**config.mk**
```make
export PLATFORM = sky130hd
export DESIGN_NAME = display_command_block_sequencer
export DESIGN_NICKNAME = d
export VERILOG_FILES = /design/src/design/dcbs_pkg.sv /design/src/design/dcbs_ring.sv /design/src/design/dcbs_engine.sv /design/src/design/display_command_block_sequencer.sv
export SDC_FILE = /design/constraint.sdc
export NUM_CORES = 2
export LEC_CHECK = 0
export BUFFER_PORTS_ARGS = -buffer_cell sky130_fd_sc_hd__buf_2
export CELL_PAD_IN_SITES_DETAIL_PLACEMENT = 2
export CELL_PAD_IN_SITES_GLOBAL_PLACEMENT = 2
export CORE_MARGIN = 5
export CORE_UTILIZATION = 41
export CTS_CLUSTER_DIAMETER = 150
export DETAILED_ROUTE_END_ITERATION = 7
export HOLD_SLACK_MARGIN = 0.15
export PLACE_DENSITY_LB_ADDON = 0.12
export SETUP_SLACK_MARGIN = 0.5
export SLEW_MARGIN = 0
export SYNTH_ARGS = -nofsm -noshare
export SYNTH_HDL_FRONTEND = slang
export SYNTH_SLANG_ARGS = --single-unit
```
**constraint.sdc**
```tcl
create_clock -name clk -period 7.37 [get_ports clk]
set_clock_uncertainty 0.15 [all_clocks]
set_input_delay 1.1055 -clock clk [delete_from_list [all_inputs] [get_ports clk]]
set_output_delay 1.1055 -clock clk [all_outputs]
set_load 0.02 [all_outputs]
```
**src/design/dcbs_pkg.sv**
```systemverilog
// Shared types and constants for the display command block sequencer.
// Used by dcbs_ring, dcbs_engine and display_command_block_sequencer.
package dcbs_pkg;

  // Default number of descriptor slots in the ring.
  localparam int RING_DEPTH_DEF = 32;

  // Item opcodes.
  localparam logic OP_ENQ  = 1'b0;
  localparam logic OP_TICK = 1'b1;

  // Block kinds. Kind three behaves as a fixed block.
  localparam logic [1:0] KIND_STD    = 2'd0;
  localparam logic [1:0] KIND_FIXED  = 2'd1;
  localparam logic [1:0] KIND_REPEAT = 2'd2;

  // Sending phase of the active block.
  typedef enum logic [1:0] {
    PH_IDLE = 2'd0,
    PH_CMD  = 2'd1,
    PH_DATA = 2'd2
  } phase_t;

  // One block descriptor as stored in the ring.
  typedef struct packed {
    logic [1:0]  kind;
    logic [15:0] clen;
    logic [15:0] dlen;
    logic [15:0] base;
  } desc_t;

  // Ring update requests from the engine.
  typedef struct packed {
    logic push;
    logic pop;
  } ring_ctl_t;

  // Ring status seen by the engine.
  typedef struct packed {
    logic  empty;
    logic  full;
    desc_t head;
  } ring_sts_t;

  // Per-beat result of the engine, before the ring fill fields are added.
  typedef struct packed {
    logic        enq_refused;
    logic        byte_valid;
    logic [15:0] byte_addr;
    logic        byte_is_data;
    logic        block_done;
    logic        release_valid;
    logic [15:0] release_addr;
    logic        busy;
  } res_t;

endpackage

```
**src/design/dcbs_ring.sv**
```systemverilog
// Descriptor ring: storage memory, head and tail pointers, fill count and a
// registered head read with write bypass. Depends on dcbs_pkg.
module dcbs_ring #(
  parameter int RING_DEPTH = dcbs_pkg::RING_DEPTH_DEF
) (
  input  logic                             clk,
  input  logic                             rst_n,
  input  dcbs_pkg::ring_ctl_t              ctl,
  input  dcbs_pkg::desc_t                  wr_desc,
  output dcbs_pkg::ring_sts_t              sts,
  output logic [$clog2(RING_DEPTH+1)-1:0]  cnt_nxt,
  output logic                             full_nxt
);

  localparam int IW = $clog2(RING_DEPTH);
  localparam int CW = $clog2(RING_DEPTH + 1);
  localparam logic [IW-1:0] LAST_IDX = IW'(RING_DEPTH - 1);
  localparam logic [CW-1:0] DEPTH_C  = CW'(RING_DEPTH);

  dcbs_pkg::desc_t mem [RING_DEPTH];

  logic [IW-1:0]   head_r, head_nxt;
  logic [IW-1:0]   tail_r, tail_nxt;
  logic [CW-1:0]   cnt_r;
  logic [IW-1:0]   rd_addr;
  dcbs_pkg::desc_t rd_q_r;
  dcbs_pkg::desc_t byp_data_r;
  logic            byp_r, byp_nxt;

  // Pointer advance with wrap at the last slot.
  assign head_nxt = (head_r == LAST_IDX) ? '0 : head_r + 1'b1;
  assign tail_nxt = (tail_r == LAST_IDX) ? '0 : tail_r + 1'b1;

  // The read port always looks at the slot that will be the head next cycle.
  assign rd_addr = ctl.pop ? head_nxt : head_r;
  assign byp_nxt = ctl.push && (tail_r == rd_addr);

  // Fill count after this cycle's update.
  always_comb begin
    cnt_nxt = cnt_r;
    if (ctl.push) begin
      cnt_nxt = cnt_r + 1'b1;
    end else if (ctl.pop) begin
      cnt_nxt = cnt_r - 1'b1;
    end
  end
  assign full_nxt = (cnt_nxt == DEPTH_C);

  // Memory write and registered read.
  always_ff @(posedge clk) begin
    if (ctl.push) begin
      mem[tail_r] <= wr_desc;
    end
    rd_q_r     <= mem[rd_addr];
    byp_data_r <= wr_desc;
  end

  // Pointers, count and bypass flag.
  always_ff @(posedge clk) begin
    if (!rst_n) begin
      head_r <= '0;
      tail_r <= '0;
      cnt_r  <= '0;
      byp_r  <= 1'b0;
    end else begin
      if (ctl.pop) begin
        head_r <= head_nxt;
      end
      if (ctl.push) begin
        tail_r <= tail_nxt;
      end
      cnt_r <= cnt_nxt;
      byp_r <= byp_nxt;
    end
  end

  // A slot written in the same cycle it is read comes from the bypass.
  assign sts.empty = (cnt_r == '0);
  assign sts.full  = (cnt_r == DEPTH_C);
  assign sts.head  = byp_r ? byp_data_r : rd_q_r;

  // The count never goes beyond the number of slots.
  a_cnt_range: assert property (@(posedge clk) disable iff (!rst_n)
    cnt_r <= DEPTH_C)
    else $error("ring count exceeds depth");

  // No push into a full ring, no pop from an empty one.
  a_no_overrun: assert property (@(posedge clk) disable iff (!rst_n)
    !(ctl.push && sts.full) && !(ctl.pop && sts.empty))
    else $error("ring overrun or underrun");

  // Head and tail meet only when the ring is empty or full.
  a_ptr_meet: assert property (@(posedge clk) disable iff (!rst_n)
    (head_r == tail_r) |-> (cnt_r == '0 || cnt_r == DEPTH_C))
    else $error("ring pointers disagree with count");

  // Push and pop never happen in the same cycle.
  a_one_op: assert property (@(posedge clk) disable iff (!rst_n)
    !(ctl.push && ctl.pop))
    else $error("ring push and pop together");

endmodule

```
**src/design/dcbs_engine.sv**
```systemverilog
// Sending engine: phase state machine, active block counters and the
// per-beat result logic. Depends on dcbs_pkg.
module dcbs_engine (
  input  logic                clk,
  input  logic                rst_n,
  input  logic                adv,
  input  logic                op,
  input  logic [1:0]          blk_kind,
  input  logic [15:0]         base_addr,
  input  dcbs_pkg::ring_sts_t sts,
  output dcbs_pkg::ring_ctl_t ctl,
  output dcbs_pkg::res_t      res
);

  dcbs_pkg::phase_t ph_r, ph_nxt;
  logic [1:0]       kind_r, kind_nxt;
  logic [15:0]      cl_r, cl_nxt;
  logic [15:0]      dl_r, dl_nxt;
  logic [15:0]      addr_r, addr_nxt;
  logic [15:0]      base_r, base_nxt;
  logic             send;
  logic             finish;

  // Phase register.
  always_ff @(posedge clk) begin
    if (!rst_n) begin
      ph_r <= dcbs_pkg::PH_IDLE;
    end else if (adv) begin
      ph_r <= ph_nxt;
    end
  end

  // Active block registers; only meaningful while a block is being sent.
  always_ff @(posedge clk) begin
    if (adv) begin
      kind_r <= kind_nxt;
      cl_r   <= cl_nxt;
      dl_r   <= dl_nxt;
      addr_r <= addr_nxt;
      base_r <= base_nxt;
    end
  end

  // Next state and result for the beat in the input register.
  always_comb begin
    res      = '0;
    ctl      = '0;
    ph_nxt   = ph_r;
    kind_nxt = kind_r;
    cl_nxt   = cl_r;
    dl_nxt   = dl_r;
    addr_nxt = addr_r;
    base_nxt = base_r;
    send     = 1'b0;
    finish   = 1'b0;

    if (op == dcbs_pkg::OP_ENQ) begin
      // Enqueue: store the descriptor or refuse it when the ring is full.
      if (sts.full) begin
        res.enq_refused = 1'b1;
        if (blk_kind == dcbs_pkg::KIND_STD) begin
          res.release_valid = 1'b1;
          res.release_addr  = base_addr;
        end
      end else begin
        ctl.push = adv;
      end
    end else begin
      // Tick: pop a new block when idle, otherwise continue the active one.
      unique case (ph_r) inside
        dcbs_pkg::PH_IDLE: begin
          if (!sts.empty) begin
            ctl.pop  = adv;
            kind_nxt = sts.head.kind;
            cl_nxt   = sts.head.clen;
            dl_nxt   = sts.head.dlen;
            addr_nxt = sts.head.base;
            base_nxt = sts.head.base;
            if (sts.head.clen != '0) begin
              ph_nxt = dcbs_pkg::PH_CMD;
              send   = 1'b1;
            end else if (sts.head.dlen != '0) begin
              ph_nxt = dcbs_pkg::PH_DATA;
              send   = 1'b1;
            end else begin
              finish = 1'b1;
            end
          end
        end
        dcbs_pkg::PH_CMD, dcbs_pkg::PH_DATA: begin
          send = 1'b1;
        end
        default: begin
          ph_nxt = dcbs_pkg::PH_IDLE;
        end
      endcase

      // Emit one byte address and step the counters.
      if (send) begin
        res.byte_valid = 1'b1;
        res.byte_addr  = addr_nxt;
        if (ph_nxt == dcbs_pkg::PH_CMD) begin
          addr_nxt = addr_nxt + 16'd1;
          if (cl_nxt == 16'd1) begin
            if (dl_nxt == '0) begin
              finish = 1'b1;
            end else begin
              ph_nxt = dcbs_pkg::PH_DATA;
            end
          end
          cl_nxt = cl_nxt - 16'd1;
        end else begin
          res.byte_is_data = 1'b1;
          if (kind_nxt != dcbs_pkg::KIND_REPEAT) begin
            addr_nxt = addr_nxt + 16'd1;
          end
          if (dl_nxt == 16'd1) begin
            finish = 1'b1;
          end
          dl_nxt = dl_nxt - 16'd1;
        end
      end

      // End of block: a standard buffer goes back for freeing.
      if (finish) begin
        res.block_done = 1'b1;
        if (kind_nxt == dcbs_pkg::KIND_STD) begin
          res.release_valid = 1'b1;
          res.release_addr  = base_nxt;
        end
        ph_nxt = dcbs_pkg::PH_IDLE;
      end
    end

    res.busy = (ph_nxt != dcbs_pkg::PH_IDLE);
  end

endmodule

```
**src/design/display_command_block_sequencer.sv**
```systemverilog
// Top level of the display command block sequencer: input register, result
// register and the handshakes. Depends on dcbs_pkg, dcbs_ring, dcbs_engine.
//
// Use: the input channel carries two kinds of beats. An enqueue beat
// (in_op = 0) appends a block descriptor to the ring, or is refused when the
// ring is full. A tick beat (in_op = 1) stands for one byte slot on the
// display link: it pops the next descriptor when no block is active and
// returns at most one byte address with its D/C level. Every input beat
// produces exactly one result beat, which also reports the ring fill and
// busy state. Throughput: one beat per cycle while out_stall stays low;
// each beat passes once through the input register, the engine logic and
// the result register, and its result is offered on the out_ ports.
// Reset: the ring is empty, no block is active and both registers are empty.
// Ring slots hold no reset value; only written slots are ever popped.
// When the receiver raises out_stall the result register holds its beat,
// the input register fills behind it, and in_stall then rises.
module display_command_block_sequencer #(
  parameter int RING_DEPTH = dcbs_pkg::RING_DEPTH_DEF
) (
  input  logic        clk,
  input  logic        rst_n,
  input  logic        in_valid,
  output logic        in_stall,
  input  logic        in_op,
  input  logic [1:0]  in_blk_kind,
  input  logic [15:0] in_cmd_len,
  input  logic [15:0] in_data_len,
  input  logic [15:0] in_base_addr,
  output logic        out_valid,
  input  logic        out_stall,
  output logic        out_enq_refused,
  output logic        out_byte_valid,
  output logic [15:0] out_byte_addr,
  output logic        out_byte_is_data,
  output logic        out_block_done,
  output logic        out_release_valid,
  output logic [15:0] out_release_addr,
  output logic        out_ring_full,
  output logic [5:0]  out_ring_count,
  output logic        out_busy_res
);

  localparam int CW = $clog2(RING_DEPTH + 1);

  logic                in_vld_r, in_vld_nxt;
  logic                op_r;
  logic [1:0]          kind_r;
  logic [15:0]         clen_r;
  logic [15:0]         dlen_r;
  logic [15:0]         base_r;
  logic                out_vld_r, out_vld_nxt;
  dcbs_pkg::res_t      res;
  dcbs_pkg::res_t      res_r;
  logic                full_r;
  logic [5:0]          count_r;
  logic                in_acc;
  logic                out_acc;
  logic                adv;
  dcbs_pkg::ring_ctl_t ring_ctl;
  dcbs_pkg::ring_sts_t ring_sts;
  dcbs_pkg::desc_t     wr_desc;
  logic [CW-1:0]       cnt_nxt;
  logic                full_nxt;

  // Handshake: the beat in the input register moves on when the result
  // register is empty or being drained.
  assign adv      = in_vld_r && (!out_vld_r || !out_stall);
  assign in_stall = in_vld_r && !adv;
  assign in_acc   = in_valid && !in_stall;
  assign out_acc  = out_vld_r && !out_stall;

  always_comb begin
    in_vld_nxt = in_vld_r;
    if (in_acc) begin
      in_vld_nxt = 1'b1;
    end else if (adv) begin
      in_vld_nxt = 1'b0;
    end
    out_vld_nxt = out_vld_r;
    if (adv) begin
      out_vld_nxt = 1'b1;
    end else if (out_acc) begin
      out_vld_nxt = 1'b0;
    end
  end

  // Valid flags of both registers.
  always_ff @(posedge clk) begin
    if (!rst_n) begin
      in_vld_r  <= 1'b0;
      out_vld_r <= 1'b0;
    end else begin
      in_vld_r  <= in_vld_nxt;
      out_vld_r <= out_vld_nxt;
    end
  end

  // Input register payload.
  always_ff @(posedge clk) begin
    if (in_acc) begin
      op_r   <= in_op;
      kind_r <= in_blk_kind;
      clen_r <= in_cmd_len;
      dlen_r <= in_data_len;
      base_r <= in_base_addr;
    end
  end

  assign wr_desc.kind = kind_r;
  assign wr_desc.clen = clen_r;
  assign wr_desc.dlen = dlen_r;
  assign wr_desc.base = base_r;

  // Descriptor ring.
  dcbs_ring #(
    .RING_DEPTH (RING_DEPTH)
  ) u_ring (
    .clk      (clk),
    .rst_n    (rst_n),
    .ctl      (ring_ctl),
    .wr_desc  (wr_desc),
    .sts      (ring_sts),
    .cnt_nxt  (cnt_nxt),
    .full_nxt (full_nxt)
  );

  // Sending engine.
  dcbs_engine u_engine (
    .clk       (clk),
    .rst_n     (rst_n),
    .adv       (adv),
    .op        (op_r),
    .blk_kind  (kind_r),
    .base_addr (base_r),
    .sts       (ring_sts),
    .ctl       (ring_ctl),
    .res       (res)
  );

  // Result register payload.
  always_ff @(posedge clk) begin
    if (adv) begin
      res_r   <= res;
      full_r  <= full_nxt;
      count_r <= 6'(cnt_nxt);
    end
  end

  assign out_valid         = out_vld_r;
  assign out_enq_refused   = res_r.enq_refused;
  assign out_byte_valid    = res_r.byte_valid;
  assign out_byte_addr     = res_r.byte_addr;
  assign out_byte_is_data  = res_r.byte_is_data;
  assign out_block_done    = res_r.block_done;
  assign out_release_valid = res_r.release_valid;
  assign out_release_addr  = res_r.release_addr;
  assign out_ring_full     = full_r;
  assign out_ring_count    = count_r;
  assign out_busy_res      = res_r.busy;

endmodule

```
==> metrics.csv <==
metric;value;unit
post-place-ws;2.02;ns
critPathSlowestCell;nor3_1;
syn-cell-area;72800;µm²
irDropWorstVdd;0.251;mV
hold_class;in2reg;
netlist_top_cells_area;edfxtp_1 73%, nand2_1 8.6%, nand3_1 4.3%;
post-route-period-util;68.5;%
synth_common_cells;1762 x edfxtp_1, 1672 x nand2_1, 626 x nand3_1;
p_leak;27.8;nW
portBuffers;101;
vias_per_cell;5.92;
synth_top_area_share;72.7;%
synthArstFlopShare;0;%
worst_slack;2.32;ns
pin_count;102;
ctsHoldBuffers;0;
clock-sinks;1883;
htreeDepth;4;
slowest_delay;1.08;ns
endpoint_kind;flop;
drtPass1Iterations;6;
rsz0062_at_grt;no;
antenna_found_initial;6;
die_y;431;µm
cts_resized;0;
root_buffer;clkbuf_16;
synth_cells;5555;
wirelength;259000;µm
postCtsSetupBuffers;0;
drt_iter0_drc;4320;
setup_violations;0;
drive_above_1_share;10.4;%
tns;0;ns
gp_congestion;0.805;
hold_viol;0;
fmax;198;MHz
status;finished, final reports clean;
ys_ff_latch;1883;
cts_buffers;201;
hpwl;144000;µm
clk_pin_slew;0.07;ns
yosysMostFrequentCell;edfxtp_1;
cp_max_fo;48;
cp.buffers_inverters;1;
cp_cell_sequence;buf_4 > nor3b_1 > o22ai_1 > a211oi_1 > or3_1 > and2_1 > nor4_1 > nor3_1 > o21ai_1;
synth_nets;5626;
slew_violations;0;
clkLatencyLatePin;0.85;ns
post-route-util;47.3;%
detail-route-antenna-nets;0;
areaGrowthSynthToFinish;14.6;%
post_drt_wl_per_cell;31.7;µm
cp.required;7.76;ns
routed-via-count;48384;
core;176000;µm²
grt_pass1_wl;375000;µm
nets;5724;
multi_input_area;16400;µm²
grt_overflow;0;
fillers;16979;
grt_pass1_vias;52196;
synth_top_flop_cell;edfxtp_1;
critPathArrivalTime;5.44;ns
syn_avg_cell_area;13.1;µm²
crit_type;reg2reg;
finalCriticalPeriod;5.05;ns
regArea;55300;µm²
fp.dieW;431;µm
path_delay_family;simple AND/OR/NAND/NOR gates;
yosysUniqueCellTypes;70;
synth_edf_count;1762;
cts_tree;built;
ys_seq_area_share;76.0;%
tightest_slew;1.35;ns
maxCapViolations;0;
rows;154;
synth_warnings;0;
route.detailed.drc;0;
power.density;277;nW/µm²
die_area;186000;µm²
grt_usage;27.6;%
slew_headroom;9.55;%
start_kind;flop;
initial_core_util;41.3;%
synth_top_area_cell;edfxtp_1;
clk_path_buf_depth;3;
grt_max_degree;152;
-- per-layer routing --
metal	track usage (%)	vias to the layer above	routed length (µm)
li1	-	20592	-
met1	37.1	26066	111000
met2	47.4	1337	129000
met3	3.30	389	11600
met4	7.99	0	7600
met5	0	-	0
-- state kept, by name, indices dropped and copies added (netlist names), 16 cells and up --
name / count
base_r: 16
clen_r: 16
dlen_r: 16
out_byte_addr: 16
out_release_addr: 16
u_engine.addr_r: 16
u_engine.base_r: 16
u_engine.cl_r: 16
u_engine.dl_r: 16
u_ring.byp_data_r: 50
u_ring.mem: 1600
u_ring.rd_q_r: 50
-- layout by cell type (no fill, tap or decap), types with 16 or more instances in the layout --
cell type,count
clkbuf_1,61
a21oi_1,31
dfxtp_1,120
xor2_1,24
buf_12,37
edfxtp_1,1762
a31oi_1,205
xnor2_1,37
clkbuf_16,204
nor2_1,67
o21ai_0,32
clkbuf_8,38
mux2i_1,56
buf_4,93
nor4_1,18
nor3_1,31
inv_1,31
clkinv_1,17
nand2_1,1671
ha_1,16
clkinv_2,35
nor2_4,32
o21ai_1,35
nand3_1,626
nand4_1,260
buf_2,101
-- per-stage QoR --
stage	hold slack (ns)	cell area, µm²	power (mW)	cells
global route	0.230	83400	23.8	8173
finish	0.277	83400	23.1	8174
global placement	0.348	76700	13.0	7790
floorplan	0.315	72800	12.6	5555
CTS	0.197	83400	23.3	8173
detailed placement	0.383	76700	13.1	7790
-- report_power, final --
group,internal (mW),switching (mW),total [mW]
sequential,11.8,0.194,12.0
clock,5.88,4.36,10.2
combinational,0.233,0.614,0.847
-- path summary, 6_finish.rpt --
path	startpoint	to	slack [ns]	cells past startpoint
setup / recovery	u_ring.byp_r	out_release_addr[11]	2.32	9
hold / removal	in_base_addr[15]	base_r[15]	0.28	1
setup reg to reg	u_ring.byp_r	out_release_addr[11]	2.32	9
hold reg to reg	u_engine.ph_r[0]	u_engine.ph_r[0]	0.39	2
-- worst register-to-register path, delay by kind of cell (launching register included) --
kind,cells,cell delay [ns]
buffers and inverters,1,0.46
DFF,1,0.74
and+or+nand+nor,5,2.25
AOI/OAI and AO/OA,3,1.15
-- logic make-up (layout without fill, tap and decap cells) --
family / count (synthesis) / count (layout) / share of synthesized area, %
simple gates: 2793 / 2793 / 16.9
flops: 1883 / 1883 / 76.0
mux: 63 / 63 / 0.879
fa+ha+maj: 16 / 16 / 0.275
xor+xnor: 61 / 61 / 0.734
buf+inv: 369 / 647 / 1.98
compound gates: 370 / 370 / 3.20
other cells: 0 / 1 / 0
-- area by class of cell --
class                   instances  area share [%]
flip-flops and latches       1883            66.4
multi-input cells            3303            19.7
clock buffers                 303            7.02
well taps                    2340            3.51
repair buffers                231            2.33
clock inverters                80           0.953
inverters                      33           0.150
diodes                          1         0.00300
Power figures use the tool's default switching activity.
